File: src/hdl/bilinear_rgb_sampler_defines.svh
// Assertion macros for the bilinear RGB sampler
`ifndef BILINEAR_RGB_SAMPLER_DEFINES_SVH
`define BILINEAR_RGB_SAMPLER_DEFINES_SVH

// Same-cycle implication, checked on every rising edge outside reset
`define BRS_ASSERT_IMP(name, ante, cons) \
  name: assert property (@(posedge clk) disable iff (!rst_n) (ante) |-> (cons)) \
    else $error("%m: check failed");

// Next-cycle implication, checked on every rising edge outside reset
`define BRS_ASSERT_NEXT(name, ante, cons) \
  name: assert property (@(posedge clk) disable iff (!rst_n) (ante) |=> (cons)) \
    else $error("%m: check failed");

`endif

File: src/hdl/brs_pkg.sv
// Shared constants, codes and pixel type of the bilinear RGB sampler
package brs_pkg;

  // Default sizes of the pixel store and of the coordinate fraction
  localparam int MAX_WIDTH_DEF  = 512;
  localparam int MAX_HEIGHT_DEF = 512;
  localparam int FRAC_BITS_DEF  = 8;

  // Fixed field widths
  localparam int COORD_W   = 17;
  localparam int POS_W     = 9;
  localparam int CHAN_W    = 8;
  localparam int CFG_W     = 10;
  localparam int CFG_IDX_W = 1;
  // wide enough for any image size up to 4096
  localparam int SIZE_W    = 13;

  localparam logic [CFG_W-1:0] SIZE_RESET = 10'd512;

  // Item operations
  localparam logic OP_WRITE  = 1'b0;
  localparam logic OP_SAMPLE = 1'b1;

  // Configuration register indexes
  localparam logic [CFG_IDX_W-1:0] REG_IMAGE_WIDTH  = 1'b0;
  localparam logic [CFG_IDX_W-1:0] REG_IMAGE_HEIGHT = 1'b1;

  // One stored pixel: blue in the low byte, red in the high byte
  typedef struct packed {
    logic [CHAN_W-1:0] red;
    logic [CHAN_W-1:0] green;
    logic [CHAN_W-1:0] blue;
  } pixel_t;

  localparam int PIX_W = $bits(pixel_t);

endpackage

File: src/hdl/brs_blend.sv
// Three-stage bilinear blend of four pixels, round to nearest, ties to even
module brs_blend #(
  parameter int FRAC_BITS = brs_pkg::FRAC_BITS_DEF
) (
  input  logic                 clk,
  input  logic                 rst_n,
  input  logic                 start,
  input  brs_pkg::pixel_t      p00,
  input  brs_pkg::pixel_t      p01,
  input  brs_pkg::pixel_t      p10,
  input  brs_pkg::pixel_t      p11,
  input  logic [FRAC_BITS-1:0] frac_x,
  input  logic [FRAC_BITS-1:0] frac_y,
  output logic                 done,
  output brs_pkg::pixel_t      result
);

  localparam int CW = brs_pkg::CHAN_W;
  localparam int SW = FRAC_BITS + 1;         // weight, up to 1.0
  localparam int MW = CW + SW;               // pixel times weight
  localparam int TW = CW + FRAC_BITS;        // row blend, below 256.0
  localparam int VW = CW + 2 * FRAC_BITS;    // full blend
  localparam int QW = CW + 1;                // rounded value with carry
  localparam logic [SW-1:0] ONE = SW'(1) << FRAC_BITS;

  logic [2:0][CW-1:0] c00, c01, c10, c11;

  logic [SW-1:0] wx0, wx1, wy0, wy1;
  logic [FRAC_BITS-1:0] fy_r;

  logic [MW-1:0] m00_nxt [3];
  logic [MW-1:0] m01_nxt [3];
  logic [MW-1:0] m10_nxt [3];
  logic [MW-1:0] m11_nxt [3];
  logic [MW-1:0] m00_r [3];
  logic [MW-1:0] m01_r [3];
  logic [MW-1:0] m10_r [3];
  logic [MW-1:0] m11_r [3];

  logic [TW-1:0] top [3];
  logic [TW-1:0] bot [3];
  logic [VW-1:0] v0_nxt [3];
  logic [VW-1:0] v1_nxt [3];
  logic [VW-1:0] v0_r [3];
  logic [VW-1:0] v1_r [3];

  logic [VW-1:0]        sum  [3];
  logic [CW-1:0]        quo  [3];
  logic [2*FRAC_BITS-1:0] rem [3];
  logic                 rnd  [3];
  logic [QW-1:0]        qn   [3];
  logic [2:0][CW-1:0]   res_nxt, res_r;

  logic s1_vld_r, s2_vld_r, done_r;

  assign c00 = p00;
  assign c01 = p01;
  assign c10 = p10;
  assign c11 = p11;

  // Horizontal and vertical weights
  assign wx1 = {1'b0, frac_x};
  assign wx0 = ONE - wx1;
  assign wy1 = {1'b0, fy_r};
  assign wy0 = ONE - wy1;

  // Stage 1: each pixel times its horizontal weight
  always_comb begin
    for (int ch = 0; ch < 3; ch++) begin
      m00_nxt[ch] = MW'(c00[ch]) * MW'(wx0);
      m01_nxt[ch] = MW'(c01[ch]) * MW'(wx1);
      m10_nxt[ch] = MW'(c10[ch]) * MW'(wx0);
      m11_nxt[ch] = MW'(c11[ch]) * MW'(wx1);
    end
  end

  // Stage 2: row sums times vertical weight
  always_comb begin
    for (int ch = 0; ch < 3; ch++) begin
      top[ch]    = TW'(m00_r[ch] + m01_r[ch]);
      bot[ch]    = TW'(m10_r[ch] + m11_r[ch]);
      v0_nxt[ch] = VW'(top[ch]) * VW'(wy0);
      v1_nxt[ch] = VW'(bot[ch]) * VW'(wy1);
    end
  end

  // Stage 3: final sum, drop 2*FRAC_BITS fraction bits, ties go to even, saturate on carry
  always_comb begin
    for (int ch = 0; ch < 3; ch++) begin
      sum[ch] = v0_r[ch] + v1_r[ch];
      quo[ch] = sum[ch][VW-1:2*FRAC_BITS];
      rem[ch] = sum[ch][2*FRAC_BITS-1:0];
      rnd[ch] = rem[ch][2*FRAC_BITS-1] &&
                ((|rem[ch][2*FRAC_BITS-2:0]) || quo[ch][0]);
      qn[ch]  = QW'(quo[ch]) + QW'(rnd[ch]);
      res_nxt[ch] = qn[ch][CW] ? {CW{1'b1}} : qn[ch][CW-1:0];
    end
  end

  // Stage valids
  always_ff @(posedge clk) begin
    if (!rst_n) begin
      s1_vld_r <= 1'b0;
      s2_vld_r <= 1'b0;
      done_r   <= 1'b0;
    end else begin
      s1_vld_r <= start;
      s2_vld_r <= s1_vld_r;
      done_r   <= s2_vld_r;
    end
  end

  // Stage data; the result holds until the next blend finishes
  always_ff @(posedge clk) begin
    if (start) begin
      fy_r  <= frac_y;
      m00_r <= m00_nxt;
      m01_r <= m01_nxt;
      m10_r <= m10_nxt;
      m11_r <= m11_nxt;
    end
    if (s1_vld_r) begin
      v0_r <= v0_nxt;
      v1_r <= v1_nxt;
    end
    if (s2_vld_r) begin
      res_r <= res_nxt;
    end
  end

  assign done   = done_r;
  assign result = res_r;

endmodule

File: config.mk
export PLATFORM = sky130hd
export DESIGN_NAME = brs_blend
export DESIGN_NICKNAME = d
export VERILOG_FILES = /design/src/hdl/bilinear_rgb_sampler_defines.svh /design/src/hdl/brs_pkg.sv /design/src/hdl/brs_blend.sv
export SDC_FILE = /design/constraint.sdc
export NUM_CORES = 2
export LEC_CHECK = 0
export ABC_AREA = 0
export ABC_CLOCK_PERIOD_IN_PS = 20800
export BUFFER_PORTS_ARGS = -buffer_cell sky130_fd_sc_hd__buf_2
export CORE_MARGIN = 4
export CORE_UTILIZATION = 55
export DETAILED_ROUTE_END_ITERATION = 8
export HOLD_SLACK_MARGIN = 0.06
export PLACE_DENSITY = 0.8
export SYNTH_ARGS = -nofsm -noshare
export SYNTH_HDL_FRONTEND = slang
export SYNTH_SLANG_ARGS = --single-unit
File: constraint.sdc
create_clock -name clk -period 20.8 [get_ports clk]
set_input_delay 3.12 -clock clk [delete_from_list [all_inputs] [get_ports clk]]
set_output_delay 3.12 -clock clk [all_outputs]
set_load 0.02 [all_outputs]
Yosys cells after proc, flatten, opt, wreduce, memory -nomap -nowiden
Index checks and enable logic that the tools add are counted.

Add/subtract/negate cells: 14. $mul: 18. Reduce and logical (&&, ||, !) cells: 9.

Operator list (number): $add 16x16->16 (6); $mul 8x8->16 (6); $mul 8x9->16 (6); $add 24x24->24 (3); $mul 16x8->24 (3); $mul 16x9->24 (3); $reduce_or 15->1 (3); $add 8x1->9 (3); $sub 9x8->9 const A (2); $logic_and 1x1->1 (3); $logic_or 1x1->1 (3).

Register bits after elaboration: 371. Input bits: 115. Output and inout port bits: 25.

Depth between registers and ports, before layout
Word-level depth: 5. Depth in mapped cells: 30. Depth with buffers taken out: 30.

Worst setup path after synthesis
Ideal clock, no wire load.

Path kind: input to register. Start: input frac_x[0]. End: register m00_r[31] (netlist bit) (data pin). Arrival time: 8.098 ns. Data required time: 20.543 ns. Path slack: 12.445 ns. Stages on the path: 23. Cells stage by stage: clkbuf_1 > inv_1 > ha_1 > nand2_1 > xor2_1 > clkbuf_1 > clkbuf_1 > nand2_1 > fa_1 > fa_1 > inv_1 > fa_1 > inv_1 > fa_1 > inv_1 > ha_1 > a21oi_1 > o21bai_1 > a21oi_1 > o21ai_0 > or4_1 > o311a_1 > xor2_1.

RTL lines: start: declaration (line brs_blend.sv:12) `input logic [FRAC_BITS-1:0] frac_x,`; end signal: assignment (line brs_blend.sv:117) `m00_r <= m00_nxt;`; end: declaration (line brs_blend.sv:35) `logic [MW-1:0] m00_r [3];`.

==> impl_metrics.yaml <==
timing:
  fmax_mhz: 115
  fin_crit_sh_pct: 42.0
  slew_headroom_pct: 11.7
  drv_slew: 0
  setup_violations: 0
  skew_ns: 0.0373
  tns_ns: 0
  hold_violations: 0
  worstMarginPinSlew_ns: 1.31
  setup_ws_ns: 12.07
  layout_min_cycle_time_ns: 8.73
  rsz0062_at_grt: "no"
die:
  dieHeight_um: 363
  fp-row-count: 129
  start_util_pct: 55.7
  num_io_pins: 140
  die_w_um: 363
  fp.coreArea_mm2: 0.124
  die_area_mm2: 0.132
cells_and_area:
  multi_input_area_mm2: 0.0524
  area_growth_pct: 5.73
  n_fill_cell: 10300
  regArea_mm2: 0.0111
  final_nets: 9495
  drive_above_1_share_pct: 4.62
  fin_util_pct: 58.9
synth:
  syn_avg_cell_area_um2: 9.24
  synth-edff-count: 368
  yosysTopAreaCell: "fa_1"
  synthArstFlopShare_pct: 0
  ys_seq_elements: 371
  synth_area_mm2: 0.0693
  synth_top_cells_by_area: "fa_1 (29%), edfxtp_1 (16%), ha_1 (15%)"
  ys_seq_area_share_pct: 16.0
  ys_types: 99
  yosysMostFrequentCell: "inv_1"
  yosysWarningCount: 0
  syn_nets: 9485
  synth_common_cells: "inv_1 (1328), fa_1 (1017), ha_1 (851)"
  netlist.area_leader.share_pct: 29.4
  synth_flop_cell: "edfxtp_1"
  netlist_instances: 7502
detailed_routing:
  vias: 52700
  drcViolationCount: 0
  wl_per_cell_um: 18.8
  met3_length_um: 14500
  first_pass_iters: 6
  dr.first_iter.drc_count: 3732
  wl_met2_um: 80200
  drt-met1-wl_um: 69000
  postRouteAntennaNets: 0
  drt_wl_total_um: 173000
  top_layer_used: "met5"
  viasPerCell: 5.73
worst_setup_path:
  required_ns: 21.17
  rrSetupSlack_ns: 12.40
  critical_path.max_fanout: 50
  crit_type: "in -> reg"
  endpoint_kind: "register"
  cp.arrival_ns: 9.10
  critPathLaunchType: "primary input"
grt:
  grt_pass1_vias: 55000
  grt_pass1_wl_um: 283000
  grt_max_degree: 77
  antenna_found_initial: 26
  grt_overflow: 0
  track_usage_pct: 26.6
cts:
  cts_sinks: 371
  cts_buffer_depth: 3
  htree_levels: 2
  cts_resized: 0
  clk_latency_ns: 0.63
  cts_tree: "yes"
  hold_buffers: 0
  path_clk_slew_ns: 0.06
  cts_setup_buffers: 0
  cts_buffers: 45
  clock-root-buffer: "clkbuf_16"
place:
  dp.final_hpwl_um: 136000
  dp_slack_ns: 11.49
  place_congestion: 0.939
  portBuffers: 139
flow_run:
  drv_cap: 0
status:
  status: "completed"
hold_path:
  hold_path.class: "reg -> reg"
==> final cells by class <==
cell class	instances	share of cell area [%]
clock inverter	32	0.459
clock buffer	52	1.60
timing repair buffer	193	1.52
tap	1637	2.80
antenna	12	0.0410
multi-input combinational	5572	71.6
sequential	371	15.2
inverter	1329	6.81
==> routing by layer <==
| layer | vias to the layer above | track usage, % |
|---|---|---|
| li1 | 24000 | - |
| met1 | 26000 | 34.6 |
| met2 | 2198 | 43.7 |
| met3 | 444 | 4.53 |
| met4 | 14 | 12.0 |
| met5 | - | 0 |
==> worst paths after layout <==
check | start | end | cells after the start
worst min-delay path | s2_vld_r | result[15] | 1
worst min register to register | s2_vld_r | result[15] | 1
worst max-delay path | frac_x[1] | m10_r[30] | 24
worst max register to register | m10_r[0] | v1_r[23] | 29
==> logic make-up (layout without fill, tap and decap cells) <==
group	count (synthesis)	after routing	synth area share (%)
XOR/XNOR	416	416	5.29
flip-flops	371	371	16.0
AND/OR/NAND/NOR	2466	2466	17.6
buffers and inverters	1559	1606	8.45
adder cells (fa/ha/maj)	1868	1868	44.8
other	0	12	0
AO/OA/AOI/OAI	810	810	7.72
multiplexers	12	12	0.177
==> sequential cells by signal, indices dropped and copies added (netlist names) <==
signal / count
v0_r: 72
v1_r: 72
m00_r: 48
m01_r: 48
m10_r: 48
m11_r: 48
result: 24
fy_r: 8
done: 1
s1_vld_r: 1
s2_vld_r: 1
==> placed cells by master (no fill, tap or decap), types with 40 or more instances in the layout <==
cell type,count
nor3_1,102
a31oi_1,57
nor2_1,517
clkbuf_16,46
a21o_1,69
ha_1,851
edfxtp_1,368
nor2b_1,63
nand3_1,74
xnor2_1,317
nand2_1,744
and2_1,695
o21ai_0,172
nand2b_1,40
fa_1,1017
inv_1,1328
and3_1,43
xor2_1,84
a21oi_1,216
buf_2,137
buf_4,55
==> per-stage QoR <==
step | hold WS, ns | cell area [um^2] | instances
after floorplan | 0.718 | 69300 | 7502
after global placement | 0.768 | 71700 | 9102
after detailed placement | 0.768 | 71700 | 9102
after CTS | 0.778 | 73200 | 9186
after global routing | 0.790 | 73200 | 9192
final | 0.738 | 73300 | 9198
==> critical path, cell delays in order <==
cell and delay [ns]:
buf_2 0.09, buf_4 0.44, inv_1 0.13, ha_1 0.25, nand2_1 0.18, xor2_4 0.15
buf_4 0.52, nand2_1 0.16, fa_1 0.51, fa_1 0.54, inv_1 0.06, fa_1 0.49
inv_1 0.05, fa_1 0.48, inv_1 0.04, ha_1 0.29, a21boi_0 0.23, o21ai_0 0.14
a21boi_0 0.29, o21ai_0 0.16, a21boi_0 0.28, o21ai_0 0.14, nor2b_1 0.16, xnor2_1 0.12
Power is left out: the tool's default activity adds up to more than one toggle a clock period on the data nets, which glitch-free logic cannot reach.
